<file path="config.mk">
export PLATFORM = sky130hd
export DESIGN_NAME = lrubc_match
export DESIGN_NICKNAME = d
export VERILOG_FILES = /design/src/sv/lru_block_cache_with_byte_budget_macros.svh /design/src/sv/lrubc_pkg.sv /design/src/sv/lrubc_match.sv
export SDC_FILE = /design/constraint.sdc
export NUM_CORES = 1
export LEC_CHECK = 0
export BUFFER_PORTS_ARGS = -buffer_cell sky130_fd_sc_hd__buf_4
export CELL_PAD_IN_SITES_DETAIL_PLACEMENT = 1
export CELL_PAD_IN_SITES_GLOBAL_PLACEMENT = 2
export CORE_AREA = 2 2 98 100
export DETAILED_ROUTE_END_ITERATION = 7
export DIE_AREA = 0 0 100 102
export MAX_ROUTING_LAYER = met4
export PLACE_DENSITY = 0.95
export SLEW_MARGIN = 20
export SYNTH_ARGS = -nofsm -noshare
export SYNTH_HDL_FRONTEND = slang
export SYNTH_SLANG_ARGS = --single-unit
</file>
<file path="constraint.sdc">
create_clock -name vclk -period 1.1
set_input_delay 0.055 -clock vclk [all_inputs]
set_output_delay 0.055 -clock vclk [all_outputs]
set_load 0.01 [all_outputs]
</file>
<file path="src/sv/lru_block_cache_with_byte_budget_macros.svh">
// Assertion macros for the LRU block cache.
// Used by the top level; expects clk and rst_n in scope.
`ifndef LRU_BLOCK_CACHE_WITH_BYTE_BUDGET_MACROS_SVH
`define LRU_BLOCK_CACHE_WITH_BYTE_BUDGET_MACROS_SVH

// Antecedent implies consequent in the same cycle.
`define LRUBC_ASSERT_NOW(label, ante, cons, msg) \
    label: assert property (@(posedge clk) disable iff (!rst_n) (ante) |-> (cons)) \
        else $error(msg);

// Antecedent implies consequent in the next cycle.
`define LRUBC_ASSERT_NEXT(label, ante, cons, msg) \
    label: assert property (@(posedge clk) disable iff (!rst_n) (ante) |=> (cons)) \
        else $error(msg);

`endif

</file>
<file path="src/sv/lrubc_pkg.sv">
// Types, codes and sizes shared by the LRU block cache.
// No dependencies.
package lrubc_pkg;

    localparam int ENTRIES = 256;
    localparam int IDX_W = $clog2(ENTRIES);
    localparam int CNT_W = $clog2(ENTRIES + 1);

    localparam logic [31:0] CAP_RESET   = 32'd8388608;
    localparam logic [8:0]  REMOVED_MAX = 9'd511;

    localparam logic [1:0] ACT_LOOKUP = 2'd0;
    localparam logic [1:0] ACT_INSERT = 2'd1;
    localparam logic [1:0] ACT_ERASE  = 2'd2;

    typedef struct packed {
        logic [1:0]  action;
        logic [31:0] file_id;
        logic [39:0] block_offset;
        logic [31:0] value_id;
        logic [20:0] block_bytes;
    } req_t;

    typedef struct packed {
        logic        found;
        logic [31:0] value_out;
        logic [8:0]  evicted_now;
        logic [31:0] total_charge;
        logic [31:0] hit_count;
        logic [31:0] miss_count;
        logic [31:0] eviction_count;
    } rsp_t;

    typedef struct packed {
        logic [31:0]      file;
        logic [39:0]      offset;
        logic [31:0]      value;
        logic [20:0]      charge;
        logic [IDX_W-1:0] rank;
    } entry_t;

    typedef struct packed {
        logic key_eq;
        logic file_eq;
        logic is_oldest;
        logic is_free;
    } scan_flags_t;

    typedef enum logic [2:0] {
        ST_IDLE,
        ST_SCAN,
        ST_DECIDE,
        ST_ADJUST,
        ST_WRITE,
        ST_EVCHK,
        ST_DONE
    } state_t;

    typedef enum logic [1:0] {
        ADJ_INC_BELOW,
        ADJ_INC_ALL,
        ADJ_DEC_ABOVE
    } adj_t;

endpackage

</file>
<file path="src/sv/lrubc_match.sv">
// Entry compare unit of the LRU block cache, used by the scan sweep.
// Depends on lrubc_pkg.
module lrubc_match (
    input  lrubc_pkg::entry_t                entry,
    input  logic                             entry_valid,
    input  logic [31:0]                      file_id,
    input  logic [39:0]                      block_offset,
    input  logic [lrubc_pkg::IDX_W-1:0]      last_rank,
    output lrubc_pkg::scan_flags_t           flags
);
    import lrubc_pkg::*;

    logic file_eq;

    assign file_eq         = entry_valid && (entry.file == file_id);
    assign flags.file_eq   = file_eq;
    assign flags.key_eq    = file_eq && (entry.offset == block_offset);
    assign flags.is_oldest = entry_valid && (entry.rank == last_rank);
    assign flags.is_free   = !entry_valid;

endmodule

</file>
==> results of run 1 <==
-- synthesized netlist by cell type, drive strengths merged --
master | number | area [um2]
nor4 | 13 | 87.6
nand3 | 2 | 10.0
buf | 1 | 7.51
nand4 | 10 | 62.6
inv | 1 | 3.75
nor3 | 2 | 10.0
xnor2 | 36 | 315
xor2 | 44 | 385
and3 | 1 | 6.26
nand2 | 1 | 3.75
-- layout by cell type, fill, tap and decap left out --
cell type / netlist / final
nor4_1: 12 / 9
nor3_1: 2 / 2
xnor2_1: 36 / 36
nor4_4: 0 / 1
nand3_1: 2 / 2
xor2_1: 44 / 43
nand4_1: 10 / 10
nor4_2: 1 / 3
buf_6: 0 / 4
and3_1: 1 / 1
buf_4: 1 / 162
inv_1: 1 / 1
xor2_2: 0 / 1
nand2_1: 1 / 1
-- cell type report --
class	instances	area (um2)	share of cell area [%]
tap	111	139	5.99
inverter	1	3.75	0.162
multi-input combinational	109	916	39.5
timing repair buffer	166	1260	54.4
-- cell families after synthesis --
kind of cell | share of synthesized area, %
buffers and inverters | 1.26
AND/OR/NAND/NOR | 20.2
XOR/XNOR | 78.5
-- per-layer routing --
layer | part of all wire (%) | track usage [%] | vias up
met1 | 31 | 7.32 | 628
met4 | 0 | 0 | 0
met3 | 13 | 1.37 | 0
li1 | - | - | 711
met5 | 0 | - | -
met2 | 56 | 17.1 | 105
-- what timing repair did --
action	CTS	global route
setup endpoints to repair	2	2
cloned	0	0
gates resized for setup	4	5
pin swaps	5	6
-- critical path, delay by kind of cell --
kind | cells | cell delay (ns)
buffers and inverters | 2 | 0.23
XOR/XNOR | 1 | 0.14
AND/OR/NAND/NOR | 4 | 0.98
-- power breakdown --
group	internal (mW)	leakage [nW]	switching (mW)
clock	0	0	0
sequential	0	0	0
combinational	0.537	1.11	0.252
-- worst min-delay path by stage --
| stage | startpoint | to | slack, ns | cells after the start |
|---|---|---|---|---|
| detailed placement | entry_valid | flags[0] | 0.39 | 3 |
| finish | entry_valid | flags[0] | 0.38 | 3 |
| global route | entry_valid | flags[0] | 0.40 | 3 |
| global placement | entry_valid | flags[0] | 0.39 | 3 |
| floorplan | entry_valid | flags[0] | 0.16 | 1 |
| CTS | entry_valid | flags[0] | 0.39 | 3 |
==> flow_summary.toml, run 1 <==
[routing]
drc = 0
wl_per_cell_um = 11.7
drtAntennaViolNets = 0
routed-via-count = 1444
dr.pass1.iters = 4
vias_per_cell = 3.73
wl_um = 4540
first_iter_violations = 7

[timing]
fmax_ghz = 0.686
hold_viol = 0
finalSetupViolations = 2
final-max-slew-violation-count = 0
tightest_slew_ns = 0.340
finalWorstSetupSlack_ns = -0.358
finalCritPeriodShare_pct = 133
period_needed_ns = 1.46
finalSetupTns_ns = -0.573
holdWs_ns = 0.384
rsz0062_at_grt = "true"
max_slew_margin_pct = 77.2

[placed_design]
numPortBuffers = 165
dp_hpwl_um = 4250
gp_congestion = 0.790
dp_slack_ns = -0.544
dp.cells = 387
placed_area_um2 = 2270

[min_path]
min_path_type = "in -> out"

[clock_network]
postCtsHoldBufs = 0
cts_setup_buffers = 0

[global_route]
grt_pass1_vias = 1553
track_usage_pct = 7.79
grt_pass1_wl_um = 6350
grt_max_degree = 3
antenna_found_initial = 0
grt_overflow = 0

[power]
power.leakage_nw = 1.11
finalPower_uw = 789
power_density_nw_per_um2 = 340
ir_drop_v = 0.0000913

[finish]
regArea_um2 = 0
drive_above_1_share_pct = 62.0
syn_to_final_growth_pct = 160
diodes = 0
post-route-util_pct = 25.5
design_area_um2 = 2320
nFillCells = 1109
nFlopsAndLatches = 0
clkbuf_count = 0
instances_no_fill = 387
final_nets = 492

[critical_path]
cp_cell_sequence = "buf_4 > xor2_1 > nor4_2 > nand4_1 > nor4_4 > and3_1 > buf_4"
crit_fanout = 2
cpMostUsedCell = "buf_4"
cp-start-kind = "input pin"
crit_type = "in -> out"
cp.required_ns = 1.04
startpoint = "file_id[6]"
cp-end-kind = "output port"
crit_path_end = "flags[3]"
cp.arrival_ns = 1.40
cp_slowest_stage_delay_ns = 0.32
crit_path_top_delay_cell = "nor4_2"

[logic_synthesis]
yosys_warnings = 0
yosysSeqAreaShare_pct = 0
syn_inst = 111
synthDistinctLibCells = 11
syn_area_um2 = 892
synth_nets = 325
avgSynthCellArea_um2 = 8.04

[outcome]
violations = "negative setup slack"
status = "complete, but fails checks"

[floorplanning]
die_height_um = 102
die_x_um = 100
rows = 35
die_area_um2 = 10200
num_io_pins = 218
floorplan.initialDensity_pct = 9.79
fp.coreArea_um2 = 9110

[run]
drv_cap = 0
No activity file was read; power rests on OpenSTA's default activity.
==> inputs of run 2 (changes only) <==
==> constraint.sdc (replaced) <==
create_clock -name vclk -period 1.1
set_input_delay 0.22 -clock vclk [all_inputs]
set_output_delay 0.22 -clock vclk [all_outputs]
set_load 0.01 [all_outputs]
==> flow_summary.toml, run 2 (same netlist as run 1, synthesis figures left out) <==
[finish]
final_cell_mix = "buf_4, xor2_1, xnor2_1"
instances_no_fill = 389
design_area_um2 = 2460
clkbuf_count = 0
final_common_cell = "buf_4"
regArea_um2 = 0
post-route-util_pct = 27.0
final_nets = 494
syn_to_final_growth_pct = 176
drive_above_1_share_pct = 66.5
nFillCells = 1084
nFlopsAndLatches = 0
multi_input_area_um2 = 1010
diodes = 0

[power]
p_int_uw = 574
finalPower_uw = 848
p_sw_share_pct = 32.3
clock_power_share_pct = 0
p_sw_uw = 274
seq_power_share_pct = 0
power.leakage_nw = 1.17
ir_drop_v = 0.0000921
power_density_nw_per_um2 = 345
combPwrFrac_pct = 100.0

[min_path]
min_path_type = "in -> out"
hp-start = "last_rank[3]"
whs_path_depth = 5

[critical_path]
cp-start-kind = "input pin"
crit_fanout = 2
path_depth = 7
cp_slowest_stage_delay_ns = 0.35
cp.arrival_ns = 1.63
path_buf_inv = 2
critPathTopFamily = "simple AND/OR/NAND/NOR gates"
cp.required_ns = 0.88
cp-end-kind = "output port"
cpMostUsedCell = "buf_6"
cp_cell_sequence = "buf_6 > xor2_2 > nor4_2 > nand3_1 > nor4_4 > and3_4 > buf_6"
startpoint = "entry[112]"
crit_type = "in -> out"
crit_path_top_delay_cell = "nor4_4"

[global_route]
grt_max_degree = 3
grt-busiest-layer = "met2"
track_usage_pct = 8.17
grt_util_met1_pct = 7.28
grt_overflow = 0
grt_pass1_wl_um = 6680
use_met3_pct = 1.09
met2_usage_pct = 18.7
antenna_found_initial = 0
grt_pass1_vias = 1628

[outcome]
violations = "negative setup slack"
status = "complete, but fails checks"

[placed_design]
placed_area_um2 = 2280
dp_hpwl_um = 4290
dp.cells = 389
gp_congestion = 0.789
numPortBuffers = 165
dp_slack_ns = -0.902

[routing]
dr.pass1.iters = 4
first_iter_violations = 4
wl_per_cell_um = 12.1
drtAntennaViolNets = 0
wl_um = 4710
drc = 0
routed-via-count = 1467
vias_per_cell = 3.77

[floorplanning]
fp.coreArea_um2 = 9110
num_io_pins = 218
die_x_um = 100
rows = 35
die_area_um2 = 10200
floorplan.initialDensity_pct = 9.79
die_height_um = 102

[timing]
rsz0062_at_grt = "true"
hold_viol = 0
fmax_ghz = 0.540
holdWs_ns = 0.820
finalWorstSetupSlack_ns = -0.752
tightest_slew_ns = 0.379
period_needed_ns = 1.85
max_slew_margin_pct = 74.5
finalCritPeriodShare_pct = 168
final-max-slew-violation-count = 0
finalSetupTns_ns = -1.46
finalSetupViolations = 3

[run]
drv_cap = 0

[clock_network]
cts_setup_buffers = 0
[run 2: power by group through the flow]
stage	clock (mW)	combinational, mW	sequential [mW]
global route	0	0.916	0
CTS	0	0.817	0
global placement	0	0.761	0
detailed placement	0	0.784	0
floorplan	0	0.244	0
finish	0	0.848	0
[run 2: cell type report]
cell class                      instances  share of cell area, %
Timing Repair Buffer                  168                   53.1
Tap cell                              111                   5.65
Inverter                                1                  0.153
Multi-Input combinational cell        109                   41.1
[run 2: timing repair]
action / 4_1_cts / 5_1_grt
pin swaps: 11 / 13
hold buffers: 0 / 0
setup endpoints to repair: 3 / 3
gates resized for setup: 13 / 17
[run 2: worst paths after layout]
kind	end	slack, ns
worst max-delay path	flags[3]	-0.75
worst min-delay path	flags[1]	0.82
[run 2: routing by layer]
metal	routed length [um]	up-vias
met2	2780	105
met3	532	0
met5	0	-
met4	0	0
li1	-	714
met1	1400	648
==> inputs of run 3 (changes only) <==
- CELL_PAD_IN_SITES_GLOBAL_PLACEMENT: 2 -> 1
- CORE_AREA: 2 2 98 100 -> 2 2 94 96
- DIE_AREA: 0 0 100 102 -> 0 0 96 98
- PLACE_DENSITY: 0.95 -> 0.89
==> flow_summary.toml, run 3 (same netlist as run 1, synthesis figures left out) <==
[floorplanning]
fp.coreArea_um2 = 8470
floorplan.initialDensity_pct = 10.5
die_height_um = 98
die_area_um2 = 9410
num_io_pins = 218
die_x_um = 96
rows = 34

[finish]
nFlopsAndLatches = 0
instances_no_fill = 385
final_cell_mix = "buf_4, xor2_1, xnor2_1"
diodes = 0
drive_above_1_share_pct = 64.6
syn_to_final_growth_pct = 172
final_nets = 493
post-route-util_pct = 28.7
design_area_um2 = 2430
clkbuf_count = 0
final_common_cell = "buf_4"
regArea_um2 = 0
nFillCells = 1012

[routing]
dr.pass1.iters = 3
wl_per_cell_um = 12.4
drc = 0
first_iter_violations = 8
routed-via-count = 1467
vias_per_cell = 3.81
wl_um = 4780
drtAntennaViolNets = 0

[timing]
holdWs_ns = 0.822
tightest_slew_ns = 0.345
finalWorstSetupSlack_ns = -0.778
fmax_ghz = 0.532
final-max-slew-violation-count = 0
period_needed_ns = 1.88
hold_viol = 0
finalSetupViolations = 3
finalCritPeriodShare_pct = 171
rsz0062_at_grt = "true"
max_slew_margin_pct = 76.8

[global_route]
grt_pass1_wl_um = 6880
antenna_found_initial = 0
grt_overflow = 0
track_usage_pct = 9.27
grt_max_degree = 3
grt_pass1_vias = 1631

[critical_path]
cp-end-kind = "output port"
cp.required_ns = 0.88
crit_type = "in -> out"
cp.arrival_ns = 1.66
cp-start-kind = "input pin"
crit_fanout = 2

[min_path]
min_path_type = "in -> out"

[placed_design]
gp_congestion = 0.687
numPortBuffers = 165
dp_hpwl_um = 4410
placed_area_um2 = 2270
dp.cells = 385

[clock_network]
postCtsHoldBufs = 0

[outcome]
violations = "negative setup slack"
status = "complete, but fails checks"

[power]
ir_drop_v = 0.0000823
power.leakage_nw = 1.17
power_density_nw_per_um2 = 343

[run]
drv_cap = 0
## run 3: changes by cell type in the layout (fill, tap and decap cells not counted), sizes merged
cell  delta
buf      -1
## run 3: final timing paths
kind                          from  endpoint  slack [ns]  cells past startpoint
worst max-delay path    file_id[3]  flags[3]       -0.78                      7
worst min-delay path  last_rank[7]  flags[1]        0.82                      5
## run 3: where the power goes
part	switching, mW	internal (mW)
combinational	0.263	0.571
sequential	0	0
clock	0	0
## run 3: layout make-up
type / instances / area, um2 / area share [%]
Multi-Input combinational cell: 109 / 968 / 39.9
Timing Repair Buffer: 167 / 1320 / 54.4
Inverter: 1 / 3.75 / 0.155
Tap cell: 108 / 135 / 5.56
## run 3: repair_timing
| action | in CTS | in global routing |
|---|---|---|
| buffers inserted | 0 | 0 |
| gates resized for setup | 17 | 13 |
| cloned | 0 | 0 |
| endpoints found under the setup margin | 3 | 3 |
| pin swaps | 13 | 13 |
## run 3: metrics by stage
| stage | setup TNS [ns] | total power [mW] | setup WS (ns) |
|---|---|---|---|
| 2_1_floorplan | -0.645 | 0.244 | -0.360 |
| 3_3_place_gp | -1.59 | 0.758 | -0.800 |
| 3_5_place_dp | -1.91 | 0.783 | -0.916 |
| 4_1_cts | -1.68 | 0.818 | -0.849 |
| 5_1_grt | -1.76 | 0.904 | -0.903 |
| 6_report | -1.49 | 0.834 | -0.778 |
## run 3: critical path: stages
cell and delay (ns):
buf_4 0.11, xor2_1 0.16, nor4_2 0.28, nand3_1 0.17, nor4_4 0.38, and3_1 0.22, buf_6 0.11
## run 3: metal layers
metal / wire [um] / share of wire (%) / vias up / track usage [%]
met5: 0 / 0 / - / -
met4: 0 / 0 / 0 / 0.330
met3: 642 / 13 / 0 / 1.47
met2: 2840 / 59 / 110 / 20.9
met1: 1300 / 27 / 644 / 7.64
li1: - / - / 713 / -
